## src/rtl/uks_pkg.sv

```systemverilog
// ----------------------------------------------------------------------------
// uks_pkg
// Shared widths, request and status codes, and the control/status bundles
// between the controller and the datapath of the unique key stack.
// ----------------------------------------------------------------------------
package uks_pkg;

  localparam int KEY_W   = 31;
  localparam int PAY_W   = 16;
  localparam int REQ_W   = 2;
  localparam int STAT_W  = 3;
  localparam int COUNT_W = 5;

  // Request codes
  localparam logic [REQ_W-1:0] REQ_PUSH   = 2'd0;
  localparam logic [REQ_W-1:0] REQ_POP    = 2'd1;
  localparam logic [REQ_W-1:0] REQ_TOP    = 2'd2;
  localparam logic [REQ_W-1:0] REQ_SEARCH = 2'd3;

  // Result status codes
  localparam logic [STAT_W-1:0] ST_OK       = 3'd0;
  localparam logic [STAT_W-1:0] ST_DUP      = 3'd1;
  localparam logic [STAT_W-1:0] ST_EMPTY    = 3'd2;
  localparam logic [STAT_W-1:0] ST_NOTFOUND = 3'd3;
  localparam logic [STAT_W-1:0] ST_FULL     = 3'd4;

  // Controller to datapath
  typedef struct packed {
    logic idle;    // ready to take a request word
    logic scan;    // walk the key memory
    logic top_rd;  // read the newest entry
    logic finish;  // build the result word and update the stack
  } uks_cmd_t;

  // Datapath to controller
  typedef struct packed {
    logic             load;       // request word taken this cycle
    logic [REQ_W-1:0] req_type;   // type of the word being taken
    logic             fill_zero;  // stack holds no entries
    logic             scan_done;  // key scan finished or hit
    logic             out_free;   // result register can take a word
  } uks_stat_t;

endpackage

```

## src/rtl/uks_req_if.sv

```systemverilog
// ----------------------------------------------------------------------------
// uks_req_if
// Request channel: valid/ready handshake with operation, key and payload.
// ----------------------------------------------------------------------------
interface uks_req_if
  import uks_pkg::*;
();

  logic             valid;
  logic             ready;
  logic [REQ_W-1:0] req_type;
  logic [KEY_W-1:0] entry_key;
  logic [PAY_W-1:0] entry_payload;

  modport source (output valid, output req_type, output entry_key,
                  output entry_payload, input ready);
  modport sink   (input valid, input req_type, input entry_key,
                  input entry_payload, output ready);

endinterface

```

## src/rtl/uks_rsp_if.sv

```systemverilog
// ----------------------------------------------------------------------------
// uks_rsp_if
// Result channel: valid/ready handshake with status, entry and fill level.
// ----------------------------------------------------------------------------
interface uks_rsp_if
  import uks_pkg::*;
();

  logic               valid;
  logic               ready;
  logic [STAT_W-1:0]  status;
  logic [KEY_W-1:0]   out_key;
  logic [PAY_W-1:0]   out_payload;
  logic               is_empty;
  logic [COUNT_W-1:0] entry_count;

  modport source (output valid, output status, output out_key, output out_payload,
                  output is_empty, output entry_count, input ready);
  modport sink   (input valid, input status, input out_key, input out_payload,
                  input is_empty, input entry_count, output ready);

endinterface

```

## src/rtl/unique_key_stack.sv

```systemverilog
// ----------------------------------------------------------------------------
// unique_key_stack
// LIFO stack of key/payload entries with duplicate-key rejection and search.
// ----------------------------------------------------------------------------
// One request word is handled at a time. Push and search read the stored
// keys one per cycle from the single read port of the key memory, and stop
// early when the key is found; pop and top read the newest entry, and any
// request on an empty stack goes straight to the result word. A result word
// waiting in the output register does not block acceptance of the next
// request, only the finish of that request. entry_count reports the fill
// level in 5 bits.
// ----------------------------------------------------------------------------
module unique_key_stack
  import uks_pkg::*;
#(
  parameter int DEPTH = 16
) (
  input  logic      clk,
  input  logic      rst,
  uks_req_if.sink   req,
  uks_rsp_if.source rsp
);

  uks_cmd_t  cmd;
  uks_stat_t stat;

  uks_ctrl u_ctrl (
    .clk  (clk),
    .rst  (rst),
    .stat (stat),
    .cmd  (cmd)
  );

  uks_dp #(
    .DEPTH (DEPTH)
  ) u_dp (
    .clk  (clk),
    .rst  (rst),
    .req  (req),
    .rsp  (rsp),
    .cmd  (cmd),
    .stat (stat)
  );

endmodule

```

## src/rtl/uks_ctrl.sv

```systemverilog
// ----------------------------------------------------------------------------
// uks_ctrl
// Sequencer for the unique key stack: takes one request word at a time,
// runs the key scan or the top read, then hands off the result word.
// ----------------------------------------------------------------------------
module uks_ctrl
  import uks_pkg::*;
(
  input  logic      clk,
  input  logic      rst,
  input  uks_stat_t stat,
  output uks_cmd_t  cmd
);

  typedef enum logic [4:0] {
    S_IDLE  = 5'b00001,
    S_SCAN  = 5'b00010,
    S_TOPRD = 5'b00100,
    S_DONE  = 5'b01000,
    S_SPARE = 5'b10000
  } state_t;

  state_t state, state_next;

  // Next state
  always_comb begin
    state_next = state;
    unique case (state)
      S_IDLE: begin
        if (stat.load) begin
          if (stat.fill_zero) begin
            state_next = S_DONE;
          end else if (stat.req_type == REQ_PUSH || stat.req_type == REQ_SEARCH) begin
            state_next = S_SCAN;
          end else begin
            state_next = S_TOPRD;
          end
        end
      end
      S_SCAN: begin
        if (stat.scan_done) begin
          state_next = S_DONE;
        end
      end
      S_TOPRD: begin
        state_next = S_DONE;
      end
      S_DONE: begin
        if (stat.out_free) begin
          state_next = S_IDLE;
        end
      end
      default: begin
        state_next = S_IDLE;
      end
    endcase
  end

  always_ff @(posedge clk) begin
    if (rst) begin
      state <= S_IDLE;
    end else begin
      state <= state_next;
    end
  end

  // Commands
  always_comb begin
    cmd.idle   = (state == S_IDLE);
    cmd.scan   = (state == S_SCAN);
    cmd.top_rd = (state == S_TOPRD);
    cmd.finish = (state == S_DONE) && stat.out_free;
  end

endmodule

```

## src/rtl/uks_dp.sv

```systemverilog
// ----------------------------------------------------------------------------
// uks_dp
// Datapath of the unique key stack: request register, key and payload
// memories with one registered read port, scan counter and compare, fill
// level, and the result register.
// ----------------------------------------------------------------------------
module uks_dp
  import uks_pkg::*;
#(
  parameter int DEPTH = 16
) (
  input  logic       clk,
  input  logic       rst,
  uks_req_if.sink    req,
  uks_rsp_if.source  rsp,
  input  uks_cmd_t   cmd,
  output uks_stat_t  stat
);

  localparam int AW = $clog2(DEPTH);
  localparam int CW = $clog2(DEPTH + 1);
  localparam logic [CW-1:0] DEPTH_C = CW'(DEPTH);

  // Entry memories
  logic [KEY_W-1:0] key_mem [DEPTH];
  logic [PAY_W-1:0] pay_mem [DEPTH];

  // Request register
  logic [REQ_W-1:0] req_q;
  logic [KEY_W-1:0] key_q;
  logic [PAY_W-1:0] pay_q;

  logic [CW-1:0]    fill;
  logic [CW-1:0]    fill_next;
  logic [CW-1:0]    issue_idx;
  logic             rd_pend;
  logic             hit;
  logic [PAY_W-1:0] hit_pay;
  logic [KEY_W-1:0] key_rd;
  logic [PAY_W-1:0] pay_rd;

  logic             load;
  logic             scan_issue;
  logic             rd_en;
  logic [AW-1:0]    rd_addr;
  logic             cmp_hit;
  logic             wr_en;

  // Result register
  logic               out_valid;
  logic [STAT_W-1:0]  out_status;
  logic [KEY_W-1:0]   out_key_q;
  logic [PAY_W-1:0]   out_pay_q;
  logic [COUNT_W-1:0] out_count;
  logic               out_empty;

  logic [STAT_W-1:0]  res_status;
  logic [KEY_W-1:0]   res_key;
  logic [PAY_W-1:0]   res_pay;
  logic [CW+COUNT_W-1:0] count_wide;

  assign req.ready = cmd.idle;
  assign load      = req.valid && cmd.idle;

  // Status to the controller
  always_comb begin
    stat.load      = load;
    stat.req_type  = req.req_type;
    stat.fill_zero = (fill == '0);
    stat.scan_done = hit || (!rd_pend && (issue_idx >= fill));
    stat.out_free  = !out_valid || rsp.ready;
  end

  // Capture the request word
  always_ff @(posedge clk) begin
    if (load) begin
      req_q <= req.req_type;
      key_q <= req.entry_key;
      pay_q <= req.entry_payload;
    end
  end

  // Read port: scan walks slots from the bottom, top read takes the newest
  assign scan_issue = cmd.scan && !hit && (issue_idx < fill);
  assign rd_en      = scan_issue || cmd.top_rd;
  assign rd_addr    = cmd.top_rd ? AW'(fill - 1'b1) : issue_idx[AW-1:0];
  assign cmp_hit    = rd_pend && (key_rd == key_q);

  always_ff @(posedge clk) begin
    if (rd_en) begin
      key_rd <= key_mem[rd_addr];
      pay_rd <= pay_mem[rd_addr];
    end
    if (wr_en) begin
      key_mem[fill[AW-1:0]] <= key_q;
      pay_mem[fill[AW-1:0]] <= pay_q;
    end
  end

  // Scan counter, pending compare and hit flag
  always_ff @(posedge clk) begin
    if (rst) begin
      issue_idx <= '0;
      rd_pend   <= 1'b0;
      hit       <= 1'b0;
    end else begin
      rd_pend <= scan_issue;
      if (load) begin
        issue_idx <= '0;
        hit       <= 1'b0;
      end else begin
        if (scan_issue) begin
          issue_idx <= issue_idx + 1'b1;
        end
        if (cmp_hit) begin
          hit <= 1'b1;
        end
      end
    end
  end

  always_ff @(posedge clk) begin
    if (cmp_hit) begin
      hit_pay <= pay_rd;
    end
  end

  // Result word and stack update
  always_comb begin
    res_status = ST_OK;
    res_key    = '0;
    res_pay    = '0;
    fill_next  = fill;
    wr_en      = 1'b0;
    unique case (req_q)
      REQ_PUSH: begin
        if (hit) begin
          res_status = ST_DUP;
        end else if (fill >= DEPTH_C) begin
          res_status = ST_FULL;
        end else begin
          wr_en     = cmd.finish;
          fill_next = fill + 1'b1;
        end
      end
      REQ_POP, REQ_TOP: begin
        if (fill == '0) begin
          res_status = ST_EMPTY;
        end else begin
          res_key = key_rd;
          res_pay = pay_rd;
          if (req_q == REQ_POP) begin
            fill_next = fill - 1'b1;
          end
        end
      end
      REQ_SEARCH: begin
        if (hit) begin
          res_key = key_q;
          res_pay = hit_pay;
        end else begin
          res_status = ST_NOTFOUND;
        end
      end
    endcase
    count_wide = {{COUNT_W{1'b0}}, fill_next};
  end

  always_ff @(posedge clk) begin
    if (rst) begin
      fill <= '0;
    end else if (cmd.finish) begin
      fill <= fill_next;
    end
  end

  // Output register
  always_ff @(posedge clk) begin
    if (rst) begin
      out_valid <= 1'b0;
    end else if (cmd.finish) begin
      out_valid <= 1'b1;
    end else if (rsp.ready) begin
      out_valid <= 1'b0;
    end
  end

  always_ff @(posedge clk) begin
    if (cmd.finish) begin
      out_status <= res_status;
      out_key_q  <= res_key;
      out_pay_q  <= res_pay;
      out_empty  <= (fill_next == '0);
      out_count  <= count_wide[COUNT_W-1:0];
    end
  end

  assign rsp.valid       = out_valid;
  assign rsp.status      = out_status;
  assign rsp.out_key     = out_key_q;
  assign rsp.out_payload = out_pay_q;
  assign rsp.is_empty    = out_empty;
  assign rsp.entry_count = out_count;

endmodule
```

## src/flat_wrapper.sv

```systemverilog
// flat-port wrapper written by rule: the top's interface ports become plain ports
module unique_key_stack_flat import uks_pkg::*;
#(
  parameter int DEPTH = 16
)
  (clk, rst, req_valid, req_req_type, req_entry_key, req_entry_payload, req_ready, rsp_valid, rsp_status, rsp_out_key, rsp_out_payload, rsp_is_empty, rsp_entry_count, rsp_ready);
  uks_req_if req_i ();
  uks_rsp_if rsp_i ();
  input  logic clk;
  input  logic rst;
  input wire logic [$bits(req_i.valid)-1:0] req_valid;
  input wire logic [$bits(req_i.req_type)-1:0] req_req_type;
  input wire logic [$bits(req_i.entry_key)-1:0] req_entry_key;
  input wire logic [$bits(req_i.entry_payload)-1:0] req_entry_payload;
  output wire logic [$bits(req_i.ready)-1:0] req_ready;
  output wire logic [$bits(rsp_i.valid)-1:0] rsp_valid;
  output wire logic [$bits(rsp_i.status)-1:0] rsp_status;
  output wire logic [$bits(rsp_i.out_key)-1:0] rsp_out_key;
  output wire logic [$bits(rsp_i.out_payload)-1:0] rsp_out_payload;
  output wire logic [$bits(rsp_i.is_empty)-1:0] rsp_is_empty;
  output wire logic [$bits(rsp_i.entry_count)-1:0] rsp_entry_count;
  input wire logic [$bits(rsp_i.ready)-1:0] rsp_ready;
  assign req_i.valid = req_valid;
  assign req_i.req_type = req_req_type;
  assign req_i.entry_key = req_entry_key;
  assign req_i.entry_payload = req_entry_payload;
  assign req_ready = req_i.ready;
  assign rsp_valid = rsp_i.valid;
  assign rsp_status = rsp_i.status;
  assign rsp_out_key = rsp_i.out_key;
  assign rsp_out_payload = rsp_i.out_payload;
  assign rsp_is_empty = rsp_i.is_empty;
  assign rsp_entry_count = rsp_i.entry_count;
  assign rsp_i.ready = rsp_ready;
  unique_key_stack #(.DEPTH(DEPTH)) u_core (.clk(clk), .rst(rst), .req(req_i), .rsp(rsp_i));
endmodule
```

## config.mk

```make
export PLATFORM = sky130hd
export DESIGN_NAME = unique_key_stack_flat
export DESIGN_NICKNAME = d
export VERILOG_FILES = /design/src/rtl/uks_pkg.sv /design/src/rtl/uks_req_if.sv /design/src/rtl/uks_rsp_if.sv /design/src/rtl/unique_key_stack.sv /design/src/rtl/uks_ctrl.sv /design/src/rtl/uks_dp.sv /design/src/flat_wrapper.sv
export SDC_FILE = /design/constraint.sdc
export NUM_CORES = 1
export LEC_CHECK = 0
export BUFFER_PORTS_ARGS = -buffer_cell sky130_fd_sc_hd__buf_4
export CAP_MARGIN = 20
export CORE_MARGIN = 8
export CORE_UTILIZATION = 55
export CTS_CLUSTER_DIAMETER = 30
export DETAILED_ROUTE_END_ITERATION = 16
export PLACE_DENSITY_LB_ADDON = 0.3
export SKIP_LAST_GASP = 1
export SYNTH_ARGS = -nofsm -noshare
export SYNTH_HDL_FRONTEND = slang
export SYNTH_SLANG_ARGS = --single-unit
```

## constraint.sdc

```tcl
create_clock -name clk -period 4 [get_ports clk]
set_clock_uncertainty 0.1 [all_clocks]
set_input_delay 0.6 -clock clk [delete_from_list [all_inputs] [get_ports clk]]
set_output_delay 0.6 -clock clk [all_outputs]
set_load 0.03 [all_outputs]
```

==> results.yml, run 1 <==
drt:
  viasPerCell: 6.172
  via_count: 21150
  wl_per_cell_um: 26.26
  antenna_left: 0
  drtPass1Iterations: 5
  drt_wl_total_um: 89960
  route.detailed.drc: 0
  drt_first_iter_violations: 2638
cells_and_area:
  seq_area_um2: 27970
  area_growth_pct: 23.79
  nets: 2509
  layout-drive-gt1-share: 0.2205
  fillCellCount: 4030
  utilization: 0.6897
  diodes: 0
  multiInputGateArea_um2: 7619
synth:
  synth_seq_cells: 937
  yosysTopAreaCellShare: 0.7692
  postSynth.asyncResetShare: 0
  syn_inst: 2185
  synth.largest_area_cell: "edfxtp_1"
  synth_cell_types: 52
  syn_avg_cell_area_um2: 16.44
  synth_nets: 2253
  synth-edff-count: 920
  ys_seq_area_frac: 0.7787
  synth_warnings: 0
  synth_area_um2: 35920
  synthFlopType: "edfxtp_1"
  ys_top_cells_by_area: "edfxtp_1 (77%), mux4_2 (5.9%), nand2_1 (4.6%), nand3_1 (2.0%), a22oi_1 (2.0%)"
timing:
  hold_viol: 0
  rsz0062_at_grt: "false"
  period_share: 0.8110
  fin_crit_ps: 3244
  fin_tns_setup_ps: 0
  slew_headroom: 0.3137
  holdWs_ps: 62.03
  worst_slew_pin_slew_ps: 1015
  fmaxAchievable_mhz: 308.3
  slew_violations: 0
  setup_viol: 0
placed_design:
  portBuffers: 110
  gp_congestion: 0.8021
  dp_hpwl_um: 46190
worst_hold_path:
  hp-class: "input pin to flip-flop"
  min_delay_path_depth: 2
critical_path:
  crit_fanout: 12
  r2r_start: "u_core.u_dp.fill[0]"
  end_kind: "flip-flop"
  crit_chain: "inv_1, ha_1, xnor2_1, mux2i_1, nor2_4, buf_4, nand3_1, nand4_1, nand2_1"
  ff2ff_path_depth: 9
  worstPathArrival_ps: 3620
  rrSetupSlack_ps: 760
  crit_start: "u_core.u_dp.fill[0]"
  required_ps: 4380
  cp-start-kind: "flip-flop"
  reg2reg_to: "u_core.u_dp.key_rd[0]"
  slowest_stage: "dfxtp_1"
  critPathKind: "flip-flop to flip-flop"
  max_stage_delay_ps: 630
  cp-endpoint: "u_core.u_dp.key_rd[0]"
clock_network:
  tritoncts: "yes"
  clk_pin_slew_worst_paths_ps: 60
  cts_buffer_depth: 3
  clk_latency_ps: 740
  h-tree-depth: 4
  cts_made_buffers: 155
  cts_root_buffer: "clkbuf_16"
  clock_sinks: 937
floorplan:
  die-height_um: 271.5
  die_area_um2: 73740
  num_io_pins: 111
  coreArea_um2: 64460
  rows: 93
  start_util: 0.5572
  die_w_um: 271.5
global_routing:
  grt_usage: 0.2417
  gr-total-overflow: 0
  antenna_found_initial: 3
  grt_pass1_vias: 21430
  grt_max_degree: 154
  grt_pass1_wl_um: 133000
power_and_ir_drop:
  power_density_nw_per_um2: 620.2
  p_switching_mw: 6.567
  p_int_mw: 21.01
  power_frac_seq: 0.444
  sw_frac_of_total: 0.2382
  p_leak_nw: 15.12
  clockPowerShare: 0.496
  peakVddDrop_v: 0.0005280
  p_comb_frac: 0.060
run_status:
  status: "complete, no violations"
job:
  maxCapViolations: 0
how the worst min path moves through the flow:
stage	startpoint	end	slack [ps]
2_1_floorplan	u_core.u_dp.pay_rd[0]	u_core.u_dp.hit_pay[0]	330
3_3_place_gp	u_core.u_dp.pay_rd[12]	u_core.u_dp.hit_pay[12]	340
3_5_place_dp	u_core.u_dp.pay_rd[13]	u_core.u_dp.hit_pay[13]	340
4_1_cts	rst	u_core.u_ctrl.state[1]	20
5_1_grt	rst	u_core.u_dp.fill[1]	50
6_report	rst	u_core.u_ctrl.state[1]	60
flip-flops by register name, indices dropped and copies added, names as in the netlist, 31 cells and up:
name and cells:
u_core.u_dp.key_rd 31, u_core.u_dp.pay_mem 256, u_core.u_dp.key_mem 496, u_core.u_dp.rsp.out_key 31, u_core.u_dp.key_q 31
cell type report:
class	count	share of cell area
Inverter	18	0.001520
Tap cell	855	0.02406
Multi-Input combinational cell	1110	0.1714
Timing Repair Buffer	219	0.05099
Clock buffer	168	0.08977
Clock inverter	119	0.03329
Sequential cell	937	0.6290
metrics by stage:
stage	setup WS, ps	cells	area (um2)	power, mW
2_1_floorplan	-134.7	2185	35920	13.12
3_3_place_gp	822.6	3090	38500	13.95
3_5_place_dp	833.2	3090	38500	14.02
4_1_cts	805.5	3426	44460	27.70
5_1_grt	622.7	3426	44460	28.32
6_report	755.9	3426	44460	27.57
synth_stat cells, types with 2 or more instances:
master    number
nand4_1       54
buf_1         16
o31ai_1        4
nor4_1         7
xor2_1        27
nor3_1         3
nand3_1      145
and3_1         2
a211oi_1       4
a22oi_1       96
xnor2_1       12
o21ai_0        5
nor2_1        93
nand2b_1       2
nand2_1      443
o32ai_1        2
dfxtp_1       17
ha_1          15
clkbuf_1      66
nor3b_1        2
or3_1          2
nor4b_1        2
buf_2         29
inv_1         18
nor2b_1        2
a31oi_1       49
a21oi_1       13
or2_2          2
and2_1         2
mux4_2        94
edfxtp_1     920
buf_4          6
mux2i_1       10
buf_6          3
critical path: cells and delay by family, from the launching register on:
family                     cells  cell delay, ps
muxes                          1             230
buffers and inverters          2             560
adders and majority gates      1             350
and+or+nand+nor                4             850
xor gates and xnor gates       1             270
DFF                            1             630
layout by cell type (no fill, tap or decap), types with 6 or more instances in the layout:
cell and n:
xor2_1 27, buf_12 40, a21oi_1 13, dlygate4sd3_1 49, inv_1 18, edfxtp_1 920, clkinvlp_4 23, nor4_1 6
inv_6 21, mux2i_1 6, a31oi_1 49, mux4_2 94, clkinv_1 13, nand3_1 145, nand4_1 54, a22oi_1 96
nor2_1 71, clkbuf_1 10, buf_4 130, clkinv_2 14, xnor2_1 12, clkinv_4 17, nor2_4 22, nand2_1 443
ha_1 14, dfxtp_1 17, clkbuf_16 158, bufinv_16 23
power groups by stage:
| stage | logic [mW] | registers (mW) | clock network, mW |
|---|---|---|---|
| after floorplan | 0.793 | 12.3 | 0 |
| after global placement | 1.58 | 12.4 | 0 |
| after detailed placement | 1.60 | 12.4 | 0 |
| after CTS | 1.65 | 12.2 | 13.8 |
| after global routing | 1.77 | 12.3 | 14.3 |
| final | 1.66 | 12.3 | 13.7 |
per-layer routing:
metal | GRT usage | wire, um
met2 | 0.3775 | 42580
met5 | 0.004602 | 69
met1 | 0.3287 | 35520
met3 | 0.06110 | 9196
met4 | 0.09109 | 2591
cells by family (layout without fill, tap and decap cells):
group	Yosys count	after routing	share of synthesized area
flip-flops	937	937	0.7787
XOR/XNOR	39	39	0.009510
AND/OR/NAND/NOR	767	767	0.09207
buffers and inverters	138	524	0.01669
adder cells (fa/ha/maj)	15	15	0.005225
AO/OA/AOI/OAI	184	184	0.03581
multiplexers	105	105	0.06204
what timing repair did:
| item | 4_1_cts | 5_1_grt |
|---|---|---|
| buffers inserted | 0 | 0 |
| hold endpoints to repair | 49 | 0 |
| gates resized for setup | 0 | 0 |
| hold buffers | 49 | 0 |
Note: power is estimated with default switching activity, not from simulation.
==> run 2, diff against run 1 <==
- ABC_AREA: default -> 1
- clock period: 4 -> 3.3 ns (I/O delays scaled with it)
==> results.yml, run 2 <==
global_routing:
  use_met1: 0.3562
  grt_usage: 0.2782
  antenna_found_initial: 4
  gr-total-overflow: 0
  grt_util_met3: 0.05897
  grt_max_degree: 104
  grt_pass1_wl_um: 172800
  grt_pass1_vias: 28940
  grtUsageMet2: 0.4454
  busiest_layer: "met2"
clock_network:
  clk_pin_slew_worst_paths_ps: 50
  tritoncts: "yes"
  postCtsSetupBuffers: 0
  clk_latency_ps: 750
  cts_root_buffer: "clkbuf_16"
  cts_made_buffers: 168
  h-tree-depth: 4
  cts_buffer_depth: 3
  clock_sinks: 937
critical_path:
  worstPathArrival_ps: 3350
  end_kind: "flip-flop"
  crit_chain: "inv_1, ha_1, nand3_1, nand2_1, inv_2, buf_4, nand3_1, nand3_1, nand2_1, nand2_1, nor2_1"
  required_ps: 3700
  cp-start-kind: "flip-flop"
  max_stage_delay_ps: 480
  crit_fanout: 26
  critPathKind: "flip-flop to flip-flop"
  slowest_stage: "dfxtp_1"
floorplan:
  rows: 99
  coreArea_um2: 73080
  die-height_um: 287.9
  die_w_um: 287.9
  die_area_um2: 82860
  start_util: 0.5562
  num_io_pins: 111
drt:
  route.detailed.drc: 0
  via_count: 29360
  viasPerCell: 5.630
  antenna_left: 0
  drt_wl_total_um: 115900
  drtPass1Iterations: 6
  wl_per_cell_um: 22.23
  drt_first_iter_violations: 3714
cells_and_area:
  final_cell_mix: "nand3_1 (960), edfxtp_1 (920), inv_1 (826), nand2_1 (725), buf_4 (174)"
  fillCellCount: 5055
  largest_reg_flops: 496
  utilization: 0.6805
  layout-drive-gt1-share: 0.1257
  nets: 4182
  area_growth_pct: 22.35
  stdcell_area_um2: 49730
  final_common_cell: "nand3_1"
synth:
  synth-edff-count: 920
  synth_seq_cells: 937
  synth.largest_area_cell: "edfxtp_1"
  postSynth.asyncResetShare: 0
  syn_inst: 3863
  synth_warnings: 0
  synth_nets: 3931
  synth_area_um2: 40650
  syn_avg_cell_area_um2: 10.52
  synth_commonest_cells: "nand3_1 (961), edfxtp_1 (920), inv_1 (829)"
  yosysTopAreaCellShare: 0.6796
  ys_seq_area_frac: 0.6880
  synth_cell_types: 29
  yosysMostFrequentCell: "nand3_1"
  synthFlopType: "edfxtp_1"
  ys_top_cells_by_area: "edfxtp_1 (68%), nand3_1 (12%), inv_1 (7.7%), nand2_1 (6.7%), buf_2 (1.3%)"
timing:
  rsz0062_at_grt: "false"
  period_share: 0.8938
  fin_crit_ps: 2950
  setup_viol: 0
  slew_violations: 0
  slew_headroom: 0.3239
  worst_slew_pin_slew_ps: 1014
  holdWs_ps: 348.2
  fmaxAchievable_mhz: 339.0
  hold_viol: 0
power_and_ir_drop:
  peakVddDrop_v: 0.0004677
  p_leak_nw: 20.91
  power_mw: 34.94
  power_density_nw_per_um2: 702.5
placed_design:
  placed_cell_area_um2: 43560
  dp_hpwl_um: 60800
  gp_congestion: 0.8723
  portBuffers: 110
worst_hold_path:
  hp-class: "flip-flop to flip-flop"
run_status:
  status: "complete, no violations"
job:
  maxCapViolations: 0
==> run 2: final timing paths <==
kind	startpoint	to	slack, ps	depth (start not counted)
worst min-delay path	u_core.u_dp.pay_rd[7]	u_core.u_dp.hit_pay[7]	350	0
worst max-delay path	u_core.u_dp.fill[0]	u_core.u_dp.rsp.is_empty	350	11
worst max register to register	u_core.u_dp.fill[0]	u_core.u_dp.rsp.is_empty	350	11
worst min register to register	u_core.u_dp.pay_rd[7]	u_core.u_dp.hit_pay[7]	350	0
==> run 2: final cells by class <==
| cell class | instances | area, um2 | share of cell area |
|---|---|---|---|
| flip-flops and latches | 937 | 27970 | 0.5624 |
| multi-input cells | 1894 | 8899 | 0.1789 |
| clock buffers | 196 | 4352 | 0.08750 |
| inverters | 833 | 3131 | 0.06295 |
| repair buffers | 280 | 2898 | 0.05827 |
| clock inverters | 115 | 1284 | 0.02581 |
| well taps | 959 | 1200 | 0.02413 |
| diodes | 1 | 2.502 | 0.00005032 |
==> run 2: logic make-up (layout without fill, tap and decap cells) <==
family	count (synthesis)	after routing	synth area share
buf+inv	1032	1424	0.09865
fa+ha+maj	15	15	0.004617
flops	937	937	0.6880
xor+xnor	5	5	0.001078
simple gates	1770	1770	0.1943
compound gates	104	104	0.01330
other cells	0	1	0
==> run 2: worst max-delay path: cells and delay by family (launching register included) <==
| kind | cells | cell delay, ps |
|---|---|---|
| and+or+nand+nor | 7 | 830 |
| DFF | 1 | 480 |
| adders and majority gates | 1 | 290 |
| buffers and inverters | 3 | 1000 |
==> run 2: per-layer routing <==
| metal | share of wire | up-vias |
|---|---|---|
| met2 | 0.47 | 1807 |
| met3 | 0.11 | 381 |
| met4 | 0.046 | 2 |
| li1 | - | 13300 |
| met5 | 0.00012 | - |
| met1 | 0.37 | 13870 |
==> run 2: stage by stage <==
stage	setup TNS, ps	setup slack, ps	cells
final	0	350.5	5215
after global routing	0	185.7	5215
after CTS	0	410.8	5214
after detailed placement	0	424.3	4850
after global placement	0	429.6	4850
after floorplan	-285790	-380.0	3863
==> run 2: power breakdown <==
group          switching, mW  total (mW)  internal [mW]
sequential             0.565        14.7           14.2
combinational           2.31        3.21          0.901
clock                   5.99        17.0           11.0
==> run 2: repair_timing <==
action,4_1_cts,5_1_grt
resized for setup,0,0
endpoints found under the hold margin,58,0
hold buffers,53,0
